[config.mk]
export PLATFORM = sky130hd
export DESIGN_NAME = cap_touch_calibrate_hysteresis
export DESIGN_NICKNAME = d
export VERILOG_FILES = /design/src/rtl/core/ctp_pkg.sv /design/src/rtl/core/ctp_thr_store.sv /design/src/rtl/core/ctp_pad_update.sv /design/src/rtl/core/cap_touch_calibrate_hysteresis.sv
export SDC_FILE = /design/constraint.sdc
export NUM_CORES = 2
export LEC_CHECK = 0
export ABC_AREA = 1
export ABC_CLOCK_PERIOD_IN_PS = 11200
export BUFFER_PORTS_ARGS = -buffer_cell sky130_fd_sc_hd__clkbuf_2
export CAP_MARGIN = 15
export CORE_UTILIZATION = 55
export CTS_CLUSTER_SIZE = 12
export DETAILED_ROUTE_END_ITERATION = 10
export PLACE_DENSITY = 0.81
export SLEW_MARGIN = 10
export SYNTH_ARGS = -nofsm -noshare
export SYNTH_HDL_FRONTEND = slang
export SYNTH_HIERARCHICAL = 1
export SYNTH_SLANG_ARGS = --single-unit
[constraint.sdc]
create_clock -name clock -period 11.2 [get_ports clock]
set_input_delay 2.8 -clock clock [delete_from_list [all_inputs] [get_ports clock]]
set_output_delay 2.8 -clock clock [all_outputs]
set_load 0.02 [all_outputs]
[src/rtl/core/ctp_pkg.sv]
// Shared types, constants and helpers for the capacitive touch qualifier.
package ctp_pkg;

   // Number of pads held in the per-pad state.
   localparam int PAD_COUNT = 30;
   localparam int PAD_IDX_W = (PAD_COUNT > 1) ? $clog2(PAD_COUNT) : 1;

   // Field widths fixed by the interface.
   localparam int MODE_W   = 3;
   localparam int PAD_W    = 5;
   localparam int COUNT_W  = 16;
   localparam int THR_W    = 17;
   localparam int MASK_W   = 30;
   localparam int SAMPLE_W = 4;
   localparam int PCT_W    = 7;
   localparam int PROD_W   = THR_W + PCT_W;
   localparam int QUOT_W   = 18;
   localparam int CSR_IDX_W  = 3;
   localparam int CSR_DATA_W = MASK_W;

   localparam logic [THR_W-1:0] THR_MAX = '1;

   // Reciprocal of one hundred scaled by two to the 31st, rounded up. Exact for
   // every dividend below two to the 24th.
   localparam int RECIP_W     = 25;
   localparam int RECIP_SHIFT = 31;
   localparam logic [RECIP_W-1:0] RECIP_100 = 25'd21474837;

   // Operating modes.
   localparam logic [MODE_W-1:0] MODE_SCAN        = 3'd0;
   localparam logic [MODE_W-1:0] MODE_CAL_START   = 3'd1;
   localparam logic [MODE_W-1:0] MODE_CAL_SAMPLE  = 3'd2;
   localparam logic [MODE_W-1:0] MODE_FIXED_LOAD  = 3'd3;
   localparam logic [MODE_W-1:0] MODE_STORED_LOAD = 3'd4;
   localparam logic [MODE_W-1:0] MODE_READ        = 3'd5;

   // Register indexes on the control port.
   localparam logic [CSR_IDX_W-1:0] CSR_PAD_ENABLE   = 3'd0;
   localparam logic [CSR_IDX_W-1:0] CSR_TIMEOUT      = 3'd1;
   localparam logic [CSR_IDX_W-1:0] CSR_SAMPLE_COUNT = 3'd2;
   localparam logic [CSR_IDX_W-1:0] CSR_MARGIN       = 3'd3;
   localparam logic [CSR_IDX_W-1:0] CSR_HYSTERESIS   = 3'd4;

   typedef enum logic [1:0] {
      THR_CAL    = 2'd0,
      THR_FIXED  = 2'd1,
      THR_STORED = 2'd2
   } thr_kind_type;

   typedef struct packed {
      logic [MODE_W-1:0]  mode;
      logic [PAD_W-1:0]   pad;
      logic [COUNT_W-1:0] remaining;
      logic [THR_W-1:0]   threshold_a;
      logic [THR_W-1:0]   threshold_b;
   } ctp_req_type;

   typedef struct packed {
      logic [PAD_W-1:0]   pad_out;
      logic [COUNT_W-1:0] reading;
      logic               is_touched;
      logic               is_active;
      logic               cal_done;
      logic               pad_enabled;
   } ctp_rsp_type;

   typedef struct packed {
      logic [MASK_W-1:0]   pad_enable_mask;
      logic [COUNT_W-1:0]  timeout_count;
      logic [SAMPLE_W-1:0] cal_sample_count;
      logic [PCT_W-1:0]    margin_pct;
      logic [PCT_W-1:0]    hysteresis_pct;
   } ctp_cfg_type;

   typedef struct packed {
      logic                 valid;
      logic [PAD_IDX_W-1:0] pad;
      thr_kind_type         kind;
      logic [THR_W-1:0]     base;
      logic [THR_W-1:0]     alt;
      logic [PROD_W-1:0]    prod_margin;
      logic [PROD_W-1:0]    prod_hyst;
   } ctp_thr_req_type;

   // Floor of a product over one hundred, by multiplication with the reciprocal.
   function automatic logic [QUOT_W-1:0] div100(input logic [PROD_W-1:0] x);
      logic [PROD_W+RECIP_W-1:0] p;
      p = {{RECIP_W{1'b0}}, x} * {{PROD_W{1'b0}}, RECIP_100};
      return p[RECIP_SHIFT +: QUOT_W];
   endfunction

endpackage

[src/rtl/core/ctp_thr_store.sv]
// Threshold write-back stage and per-pad on and off threshold storage.
module ctp_thr_store (
   input  logic                             clock,
   input  logic                             reset,
   input  ctp_pkg::ctp_thr_req_type         wr_req,
   input  logic [ctp_pkg::PAD_IDX_W-1:0]    rd_idx,
   output logic [ctp_pkg::THR_W-1:0]        rd_on,
   output logic [ctp_pkg::THR_W-1:0]        rd_off
);
   import ctp_pkg::*;

   logic            wb_valid_ff;
   ctp_thr_req_type wb_ff;
   logic [THR_W-1:0] on_ff  [PAD_COUNT];
   logic [THR_W-1:0] off_ff [PAD_COUNT];

   logic [QUOT_W-1:0]  q_margin;
   logic [QUOT_W-1:0]  q_hyst;
   logic [QUOT_W:0]    sum_on;
   logic [QUOT_W:0]    sum_off;
   logic [THR_W-1:0]   new_on;
   logic [THR_W-1:0]   new_off;

   always_ff @(posedge clock) begin
      if (reset) begin
         wb_valid_ff <= 1'b0;
      end else begin
         wb_valid_ff <= wr_req.valid;
      end
   end

   always_ff @(posedge clock) begin
      wb_ff <= wr_req;
   end

   always_comb begin
      q_margin = div100(wb_ff.prod_margin);
      q_hyst   = div100(wb_ff.prod_hyst);
      sum_on   = (QUOT_W+1)'(wb_ff.base) + (QUOT_W+1)'(q_margin);
      sum_off  = (QUOT_W+1)'(wb_ff.base) + (QUOT_W+1)'(q_hyst);
      case (wb_ff.kind)
         THR_CAL: begin
            new_on  = (sum_on  > (QUOT_W+1)'(THR_MAX)) ? THR_MAX : sum_on[THR_W-1:0];
            new_off = (sum_off > (QUOT_W+1)'(THR_MAX)) ? THR_MAX : sum_off[THR_W-1:0];
         end
         THR_FIXED: begin
            new_on = wb_ff.base;
            if (q_hyst > QUOT_W'(wb_ff.base)) begin
               new_off = '0;
            end else begin
               new_off = wb_ff.base - q_hyst[THR_W-1:0];
            end
         end
         default: begin
            new_on  = wb_ff.base;
            new_off = wb_ff.alt;
         end
      endcase
   end

   always_ff @(posedge clock) begin
      if (wb_valid_ff) begin
         on_ff[wb_ff.pad]  <= new_on;
         off_ff[wb_ff.pad] <= new_off;
      end
   end

   // A write still in flight for the same pad takes precedence over storage.
   always_comb begin
      if (wb_valid_ff && (wb_ff.pad == rd_idx)) begin
         rd_on  = new_on;
         rd_off = new_off;
      end else begin
         rd_on  = on_ff[rd_idx];
         rd_off = off_ff[rd_idx];
      end
   end

endmodule

[src/rtl/core/ctp_pad_update.sv]
// Per-pad flags, calibration state and the decision logic for one item.
module ctp_pad_update (
   input  logic                             clock,
   input  logic                             reset,
   input  logic                             step,
   input  ctp_pkg::ctp_req_type             item,
   input  ctp_pkg::ctp_cfg_type             cfg,
   input  logic [ctp_pkg::THR_W-1:0]        cur_on,
   input  logic [ctp_pkg::THR_W-1:0]        cur_off,
   output logic [ctp_pkg::PAD_IDX_W-1:0]    pad_idx,
   output ctp_pkg::ctp_rsp_type             result,
   output ctp_pkg::ctp_thr_req_type         thr_req
);
   import ctp_pkg::*;

   logic                running_ff  [PAD_COUNT];
   logic                active_ff   [PAD_COUNT];
   logic                touched_ff  [PAD_COUNT];
   logic [COUNT_W-1:0]  baseline_ff [PAD_COUNT];
   logic [SAMPLE_W-1:0] taken_ff    [PAD_COUNT];

   logic                running_in;
   logic                active_in;
   logic                touched_in;
   logic [COUNT_W-1:0]  baseline_in;
   logic [SAMPLE_W-1:0] taken_in;

   logic                cur_running;
   logic                cur_active;
   logic                cur_touched;
   logic [COUNT_W-1:0]  cur_baseline;
   logic [SAMPLE_W-1:0] cur_taken;

   logic [31:0]         mask_ext;
   logic                enabled;
   logic [COUNT_W-1:0]  meas;
   logic                sat;
   logic [COUNT_W-1:0]  rd;
   logic                done;
   logic                do_start;
   logic                thr_we;
   thr_kind_type        thr_kind;
   logic [THR_W-1:0]    opnd;

   assign pad_idx  = item.pad[PAD_IDX_W-1:0];
   assign mask_ext = 32'(cfg.pad_enable_mask);
   assign enabled  = ({1'b0, item.pad} < (PAD_W+1)'(PAD_COUNT)) && mask_ext[item.pad];

   assign cur_running  = running_ff[pad_idx];
   assign cur_active   = active_ff[pad_idx];
   assign cur_touched  = touched_ff[pad_idx];
   assign cur_baseline = baseline_ff[pad_idx];
   assign cur_taken    = taken_ff[pad_idx];

   always_comb begin
      if (item.remaining == '0) begin
         meas = cfg.timeout_count;
      end else if (item.remaining > cfg.timeout_count) begin
         meas = '0;
      end else begin
         meas = cfg.timeout_count - item.remaining;
      end
      sat = (meas >= cfg.timeout_count);

      running_in  = cur_running;
      active_in   = cur_active;
      touched_in  = cur_touched;
      baseline_in = cur_baseline;
      taken_in    = cur_taken;
      rd          = '0;
      done        = 1'b0;
      do_start    = 1'b0;
      thr_we      = 1'b0;
      thr_kind    = THR_CAL;

      case (item.mode)
         MODE_SCAN: begin
            if (cur_active) begin
               rd = meas;
               if (!sat) begin
                  if (!cur_touched && (THR_W'(meas) > cur_on)) begin
                     touched_in = 1'b1;
                  end else if (cur_touched && (THR_W'(meas) < cur_off)) begin
                     touched_in = 1'b0;
                  end
               end
            end
         end
         MODE_CAL_START: begin
            do_start = 1'b1;
         end
         MODE_CAL_SAMPLE: begin
            if (cur_running) begin
               rd = meas;
               if (sat) begin
                  active_in  = 1'b0;
                  running_in = 1'b0;
                  done       = 1'b1;
               end else begin
                  baseline_in = (meas < cur_baseline) ? meas : cur_baseline;
                  taken_in    = cur_taken + SAMPLE_W'(1);
                  if (taken_in >= cfg.cal_sample_count) begin
                     thr_we     = 1'b1;
                     thr_kind   = THR_CAL;
                     active_in  = 1'b1;
                     touched_in = 1'b0;
                     running_in = 1'b0;
                     done       = 1'b1;
                  end
               end
            end
         end
         MODE_FIXED_LOAD, MODE_STORED_LOAD: begin
            if (item.threshold_a == '0) begin
               do_start = 1'b1;
            end else begin
               thr_we     = 1'b1;
               thr_kind   = (item.mode == MODE_FIXED_LOAD) ? THR_FIXED : THR_STORED;
               active_in  = 1'b1;
               touched_in = 1'b0;
               running_in = 1'b0;
            end
         end
         MODE_READ: begin
            if (cur_active) begin
               rd = meas;
            end
         end
         default: begin
            rd = '0;
         end
      endcase

      if (do_start) begin
         baseline_in = '1;
         taken_in    = '0;
         if (cfg.cal_sample_count == '0) begin
            running_in = 1'b0;
            active_in  = 1'b0;
            done       = 1'b1;
         end else begin
            running_in = 1'b1;
         end
      end

      // Calibration works from the baseline; both kinds of load take the on level as given.
      opnd = (thr_kind == THR_CAL) ? THR_W'(baseline_in) : item.threshold_a;
   end

   always_comb begin
      thr_req.valid       = step && enabled && thr_we;
      thr_req.pad         = pad_idx;
      thr_req.kind        = thr_kind;
      thr_req.base        = opnd;
      thr_req.alt         = item.threshold_b;
      thr_req.prod_margin = PROD_W'(opnd) * PROD_W'(cfg.margin_pct);
      thr_req.prod_hyst   = PROD_W'(opnd) * PROD_W'(cfg.hysteresis_pct);
   end

   always_comb begin
      result.pad_out = item.pad;
      if (enabled) begin
         result.reading     = rd;
         result.is_touched  = touched_in;
         result.is_active   = active_in;
         result.cal_done    = done;
         result.pad_enabled = 1'b1;
      end else begin
         result.reading     = '0;
         result.is_touched  = 1'b0;
         result.is_active   = 1'b0;
         result.cal_done    = 1'b0;
         result.pad_enabled = 1'b0;
      end
   end

   always_ff @(posedge clock) begin
      if (reset) begin
         for (int i = 0; i < PAD_COUNT; i++) begin
            running_ff[i] <= 1'b0;
            active_ff[i]  <= 1'b0;
            touched_ff[i] <= 1'b0;
         end
      end else if (step && enabled) begin
         running_ff[pad_idx] <= running_in;
         active_ff[pad_idx]  <= active_in;
         touched_ff[pad_idx] <= touched_in;
      end
   end

   always_ff @(posedge clock) begin
      if (step && enabled) begin
         baseline_ff[pad_idx] <= baseline_in;
         taken_ff[pad_idx]    <= taken_in;
      end
   end

endmodule

[src/rtl/core/cap_touch_calibrate_hysteresis.sv]
// Top level of the capacitive touch qualifier: control registers, beat staging, result register.
// An accepted request beat waits in the input stage and moves into the result register when that is free.
// Throughput: one beat per cycle while rsp_ready holds; the per-pad decision for each item is combinational.
// A threshold write-back register follows the per-pad update and is forwarded to later items of that pad.
// Reset (synchronous) empties both stages, restores register defaults and clears pad flags.
// There is no clearing pass; the block takes beats from the first cycle after reset.
module cap_touch_calibrate_hysteresis (
   input  logic                               clock,
   input  logic                               reset,
   input  logic                               req_valid,
   output logic                               req_ready,
   input  ctp_pkg::ctp_req_type               req_data,
   output logic                               rsp_valid,
   input  logic                               rsp_ready,
   output ctp_pkg::ctp_rsp_type               rsp_data,
   input  logic                               csr_valid,
   output logic                               csr_ready,
   input  logic [ctp_pkg::CSR_IDX_W-1:0]      csr_index,
   input  logic [ctp_pkg::CSR_DATA_W-1:0]     csr_data
);
   import ctp_pkg::*;

   // Control registers. Writes must arrive only while the block is idle; the block
   // itself does not enforce this. The port is always ready.
   ctp_cfg_type cfg_ff;
   ctp_cfg_type cfg_in;

   // Input stage: holds one accepted beat until the result register can take it.
   logic        in_valid_ff;
   logic        in_valid_in;
   ctp_req_type in_data_ff;
   ctp_req_type in_data_in;

   // Result register: a finished beat waits here while the next one is staged.
   logic        rsp_valid_ff;
   logic        rsp_valid_in;
   ctp_rsp_type rsp_data_ff;
   ctp_rsp_type rsp_data_in;

   logic                  advance;
   logic [PAD_IDX_W-1:0]  pad_idx;
   logic [THR_W-1:0]      cur_on;
   logic [THR_W-1:0]      cur_off;
   ctp_rsp_type           result;
   ctp_thr_req_type       thr_req;

   assign csr_ready = 1'b1;

   always_comb begin
      cfg_in = cfg_ff;
      if (csr_valid) begin
         case (csr_index)
            CSR_PAD_ENABLE:   cfg_in.pad_enable_mask  = csr_data[MASK_W-1:0];
            CSR_TIMEOUT:      cfg_in.timeout_count    = csr_data[COUNT_W-1:0];
            CSR_SAMPLE_COUNT: cfg_in.cal_sample_count = csr_data[SAMPLE_W-1:0];
            CSR_MARGIN:       cfg_in.margin_pct       = csr_data[PCT_W-1:0];
            CSR_HYSTERESIS:   cfg_in.hysteresis_pct   = csr_data[PCT_W-1:0];
            default:          cfg_in = cfg_ff;
         endcase
      end
   end

   always_ff @(posedge clock) begin
      if (reset) begin
         cfg_ff.pad_enable_mask  <= '0;
         cfg_ff.timeout_count    <= 16'd10000;
         cfg_ff.cal_sample_count <= 4'd8;
         cfg_ff.margin_pct       <= 7'd15;
         cfg_ff.hysteresis_pct   <= 7'd5;
      end else begin
         cfg_ff <= cfg_in;
      end
   end

   // The staged beat moves on when the result register is empty or is being
   // emptied in this cycle; the per-pad state commits at the same edge.
   assign advance   = in_valid_ff && (!rsp_valid_ff || rsp_ready);
   assign req_ready = !in_valid_ff || advance;

   always_comb begin
      in_valid_in = in_valid_ff;
      in_data_in  = in_data_ff;
      if (req_ready) begin
         in_valid_in = req_valid;
         in_data_in  = req_data;
      end

      rsp_valid_in = rsp_valid_ff;
      rsp_data_in  = rsp_data_ff;
      if (advance) begin
         rsp_valid_in = 1'b1;
         rsp_data_in  = result;
      end else if (rsp_ready) begin
         rsp_valid_in = 1'b0;
      end
   end

   always_ff @(posedge clock) begin
      if (reset) begin
         in_valid_ff  <= 1'b0;
         rsp_valid_ff <= 1'b0;
      end else begin
         in_valid_ff  <= in_valid_in;
         rsp_valid_ff <= rsp_valid_in;
      end
   end

   always_ff @(posedge clock) begin
      in_data_ff  <= in_data_in;
      rsp_data_ff <= rsp_data_in;
   end

   assign rsp_valid = rsp_valid_ff;
   assign rsp_data  = rsp_data_ff;

   // Flags, baseline and sample count per pad, and the decision for the
   // staged beat. Threshold products leave here for the write-back stage.
   ctp_pad_update u_pad_update (
      .clock   (clock),
      .reset   (reset),
      .step    (advance),
      .item    (in_data_ff),
      .cfg     (cfg_ff),
      .cur_on  (cur_on),
      .cur_off (cur_off),
      .pad_idx (pad_idx),
      .result  (result),
      .thr_req (thr_req)
   );

   // Division by one hundred and saturation of the new thresholds happen after the
   // write-back register; a scan of the same pad meanwhile sees the new values.
   ctp_thr_store u_thr_store (
      .clock  (clock),
      .reset  (reset),
      .wr_req (thr_req),
      .rd_idx (pad_idx),
      .rd_on  (cur_on),
      .rd_off (cur_off)
   );

endmodule
## After elaboration in Yosys (flattened, before gate mapping)

Memory sizes are Yosys's and may differ from the RTL's. A register that Yosys moved wholly into a read port is not among the register bits.
Cells that the tools add are included.

- $lt $le $gt $ge: 11
- Add/subtract/negate cells: 5
- Equality and inequality tests: 11
- Reductions and logical operators: 30
- Multiplexer cells: 89
- Multiply operators: 4

Operators by type and width:

| kind | number |
|---|---|
| $mux W16 | 9 |
| $mux W17 | 7 |
| $mul A24 B25 Y49 const B | 2 |
| $mux W5 | 10 |
| $mul A17 B7 Y24 | 2 |
| $mux W1 | 48 |
| $add A17 B18 Y19 | 2 |
| $gt A19 B17 Y1 const B | 2 |
| $pmux W17 S2 | 1 |
| $pmux W16 S2 | 1 |
| $gt A18 B17 Y1 | 1 |
| $gt A16 B17 Y1 | 1 |
| $logic_not A17 Y1 | 1 |
| $lt A16 B17 Y1 | 1 |
| $sub A17 B17 Y17 | 1 |
| $ge A16 B16 Y1 | 1 |
| $gt A16 B16 Y1 | 1 |
| $logic_not A16 Y1 | 1 |
| $lt A16 B16 Y1 | 1 |
| $mux W4 | 4 |
| $sub A16 B16 Y16 | 1 |
| $eq A3 B2 Y1 const B | 4 |
| $reduce_and A2 Y1 | 5 |
| $eq A3 B3 Y1 const B | 3 |
| other kinds (20) | 40 |

- Memories: 7
- Input bits: 96
- Output and inout port bits: 28
- Memory bits (writable): 1710
- Bits in registers: 239
- Logic and storage cells: 182

Memories:

| memory | words | width | read ports | clocked after memory_dff | write ports | RTL line | text |
|---|---|---|---|---|---|---|---|
| u_thr_store.off_ff | 30 | 17 | 1 | 1 | 1 | ctp_thr_store.sv:15 | `logic [THR_W-1:0] off_ff [PAD_COUNT];` |
| u_thr_store.on_ff | 30 | 17 | 1 | 1 | 1 | ctp_thr_store.sv:14 | `logic [THR_W-1:0] on_ff [PAD_COUNT];` |
| u_pad_update.baseline_ff | 30 | 16 | 1 | 1 | 1 | ctp_pad_update.sv:19 | `logic [COUNT_W-1:0] baseline_ff [PAD_COUNT];` |
| u_pad_update.taken_ff | 30 | 4 | 1 | 1 | 1 | ctp_pad_update.sv:20 | `logic [SAMPLE_W-1:0] taken_ff [PAD_COUNT];` |
| u_pad_update.active_ff | 30 | 1 | 1 | 1 | 30 | ctp_pad_update.sv:17 | `logic active_ff [PAD_COUNT];` |
| u_pad_update.running_ff | 30 | 1 | 1 | 1 | 30 | ctp_pad_update.sv:16 | `logic running_ff [PAD_COUNT];` |
| +1 memories | n/a | n/a | n/a | n/a | n/a | n/a |  |

## Longest topological paths before layout

- Depth in word-level cells: 14
- Depth in mapped cells: 62
- Mapped depth without buffers: 60

## By module

Netlist, hierarchy kept.

Modules (own cells, without submodules):

| module | cells each | instances | area each (µm²) | sequential area each (µm²) |
|---|---|---|---|---|
| ctp_thr_store | 5945 | 1 | 65585.4 | 32431.1 |
| ctp_pad_update | 3387 | 1 | 38398.1 | 20900.0 |
| cap_touch_calibrate_hysteresis | 478 | 1 | 5221.3 | 3813.7 |

## Worst setup path after synthesis

No wires, ideal clock.

- Path type: register -> register
- From: register u_thr_store/wb_ff[7] (netlist name)
- To: memory u_pad_update.touched_ff[30] (data pin)
- Slack: 2148 ps
- Period minus slack after synthesis: 9052 ps
- Stages on the path, launching flop included: 54
- Setup time: 269 ps
- Data arrival time: 8783 ps
- Required time: 10931 ps
- Buffers on the path: 2
- Cells stage by stage: dfxtp_1 fa_1 fa_1 inv_1 fa_1 inv_1 fa_1 fa_1 fa_1 inv_1 fa_1 inv_1 ha_1 a21o_1 nor2_1 nand2_1 nand2_1 nand2_1 [18 not listed] nand3_1 nand2_1 nand3_1 nand2_1 nand2_1 inv_1 ha_1 nand2_1 o21ai_0 nand2_1 o211ai_1 nand2_1 nand4_1 nand2_1 nand3_1 nand3_2 buf_2 nand2_1

RTL lines:

| item | RTL line | text |
|---|---|---|
| start, declared | ctp_thr_store.sv:13 | `ctp_thr_req_type wb_ff;` |
| start signal, assigned | ctp_thr_store.sv:33 | `wb_ff <= wr_req;` |
| end, declared | ctp_pad_update.sv:18 | `logic touched_ff [PAD_COUNT];` |

==> results_dict.tcl <==
set metrics [dict create \
    grt_max_degree 241 \
    initial_utilization 0.554 \
    antenna_found_initial 6 \
    setup_violations 0 \
    postSynthCellCount 9810 \
    r2r-start "in_data_ff[54]" \
    max_freq_mhz 91.1 \
    synth_seq_area_share 0.523 \
    die_x_um 448 \
    wirelength_um 326000 \
    reg2reg_depth 35 \
    period_minus_slack_ns 10.98 \
    worstSkewPairLatency_ns 0.90 \
    ys_types 70 \
    areaGrowthSynthToFinish_pct 8.94 \
    row_count 163 \
    drive_gt1_frac 0.0866 \
    grt_pass1_vias 78200 \
    post-cts-setup-buffer-count 0 \
    cp_max_fo 16 \
    synth_flop_cell "edfxtp_1" \
    clk_root_buffer_cell "clkbuf_16" \
    fin_crit_sh 0.980 \
    regToRegEndpoint "u_thr_store/wb_ff[22]" \
    finalWeightedCongestion 1.01 \
    crit_top_cell "a21oi_1" \
    drt-initial-drc-count 11400 \
    whs_path_depth 0 \
    synth_seq_cells 1955 \
    rsz0062_at_grt "no" \
    grt_overflow 0 \
    endpoint_kind "register" \
    fin_skew_ns 0.107 \
    cts.sinks 1955 \
    slew_headroom 0.179 \
    tightest_slew_ns 1.22 \
    post-route-util 0.603 \
    ys.warnings.count 6 \
    ios 124 \
    cp_slowest_cell "edfxtp_1" \
    wl_per_cell_um 25.8 \
    cpPeakStageDelay_ns 1.13 \
    synth_async_sr_flop_share 0 \
    grt_pass1_wl_um 481000 \
    drv_cap 0 \
    synth_edf_count 1799 \
    drt_pre_antenna_iters 7 \
    cts_hold_buf 0 \
    htree_levels 4 \
    antenna_left 0 \
    synth_area_mm2 0.109 \
    tritoncts.num_buffers 195 \
    drc 0 \
    routed-via-count 79300 \
    clockBufferDepth 3 \
    fin_nets 11300 \
    path_class "register to register" \
    setup-tns-final_ns 0 \
    drv_slew 0 \
    dp.final_hpwl_um 218000 \
    fp.dieH_um 448 \
    hold_start "in_data_ff[1]" \
    final_hold_viol_count 0 \
    cts_tree "done" \
    routed_via_density 6.27 \
    coreArea_mm2 0.197 \
    worst_setup_path_start_kind "register" \
    hp-class "register to register" \
    cp.arrival_ns 11.71 \
    whs_endpoint "u_thr_store/wb_ff[49]" \
    reg2reg_slack_ns 0.22 \
    io_buffers 122 \
    clkTransAtPathRegs_ns 0.07 \
    die_area_mm2 0.200 \
    syn-mean-instance-area_um2 11.1 \
    status "complete, no violations" \
    diodes 0 \
    required_ns 11.93 \
    gr-usage-all-layers 0.322 \
]
## final cells by class
class,instances,area [um^2]
Clock buffer,283,5300
Clock inverter,45,652
Fill cell,14900,78200
Inverter,1272,4800
Multi-Input combinational cell,6137,45500
Sequential cell,1955,57100
Tap cell,2640,3300
Timing Repair Buffer,317,2240
## registers in the layout (all words and copies together), names as in the netlist
signal and cells:
u_pad_update/touched_ff 32, u_thr_store/wb_valid_ff 1, u_pad_update/taken_ff 120, u_thr_store/off_ff 510, rsp_data 25, u_pad_update/running_ff 32
u_thr_store/wb_ff 89, cfg_ff 64, u_pad_update/active_ff 32, in_data_ff 58, u_pad_update/baseline_ff 480, in_valid_ff 1
u_thr_store/on_ff 510, rsp_valid 1
## critical path: cells and delay by family (launching register included)
family,cells,cell delay [ns]
DFF,1,1.13
xor gates and xnor gates,1,0.15
AOI/OAI and AO/OA,13,2.90
buffers and inverters,5,1.29
and+or+nand+nor,10,2.60
adders and majority gates,6,2.80
## logic make-up after synthesis
kind of cell               Yosys count  share of synthesized area
and+or+nand+nor                   2813                      0.112
DFF                               1955                      0.523
AOI/OAI and AO/OA                 1895                      0.105
buffers and inverters             1723                     0.0636
adders and majority gates         1288                      0.186
xor gates and xnor gates           134                     0.0107
other                                2                  0.0000688
## how the worst max path moves through the flow
stage,startpoint,endpoint,slack (ns),depth (start not counted)
floorplan,u_thr_store/wb_ff[7],u_pad_update/touched_ff[30],2.15,53
detailed placement,u_thr_store/wb_ff[28],u_pad_update/touched_ff[0],0.58,48
global route,in_data_ff[54],u_thr_store/wb_ff[22],0.03,35
finish,in_data_ff[54],u_thr_store/wb_ff[22],0.22,35
global placement,u_thr_store/wb_ff[33],u_pad_update/touched_ff[11],0.83,50
CTS,u_thr_store/wb_ff[28],rsp_data[3],0.60,48
## per-stage QoR
stage               cells  setup WS (ns)  hold WS, ns  instance area (um^2)
floorplan            9815           2.15        0.416                109000
global placement    12300          0.827        0.328                113000
detailed placement  12300          0.583        0.327                113000
CTS                 12600          0.603        0.340                119000
global route        12600         0.0344        0.355                119000
finish              12600          0.219        0.338                119000
## routing by layer
layer  up-vias  part of all wire  global-route usage
li1      34100                 -                   -
met1     38400              0.35               0.414
met2      5697              0.45               0.496
met3      1137              0.12              0.0729
met4         8             0.071               0.197
met5         -           0.00016                   0
## what timing repair did
item | CTS | global route
endpoints found under the hold margin | 0 | 0
resized for setup | 0 | 5
setup endpoints to repair | 0 | 33
## synth_stat cells (all sizes together) (3+ instances only)
cell type  instances  area [um^2]
o221a              3         33.8
o311ai            10         87.6
a31oi             38          238
clkbuf           269         1010
a211oi             9         67.6
edfxtp          1799        54000
o221ai           123         1080
inv             1267         4760
o21ai            688         3450
buf              182         1160
o2111ai            3         26.3
o31ai              6         45.0
a22oi            315         2360
a221oi             4         35.0
a21o              16          120
clkinv             5         20.0
nor2            1158         4420
dfxtp            156         3120
nor4              20          159
o21a              10         75.1
o22ai            143          895
a21oi            438         2200
ha               734         9180
fa               554        11100
o21bai            20          150
a21boi             4         30.0
nand3b             5         37.5
nand3            426         2270
nor3              76          494
xor2              99          867
a2111o            13          146
or2               76          475
o211ai            45          338
xnor2             35          307
nand4             53          465
nand2            990         3820
## placed cells by master (no fill, tap or decap), types with 180 or more instances in the layout
cell,instances
a21oi_1,435
a22oi_1,315
buf_4,180
clkbuf_16,196
edfxtp_1,1799
fa_1,554
ha_1,734
inv_1,1205
nand2_1,955
nand3_1,396
nor2_1,1082
o21ai_0,673
Power is left out: the tool's default activity adds up to more than one toggle a clock period on the data nets, which glitch-free logic cannot reach.
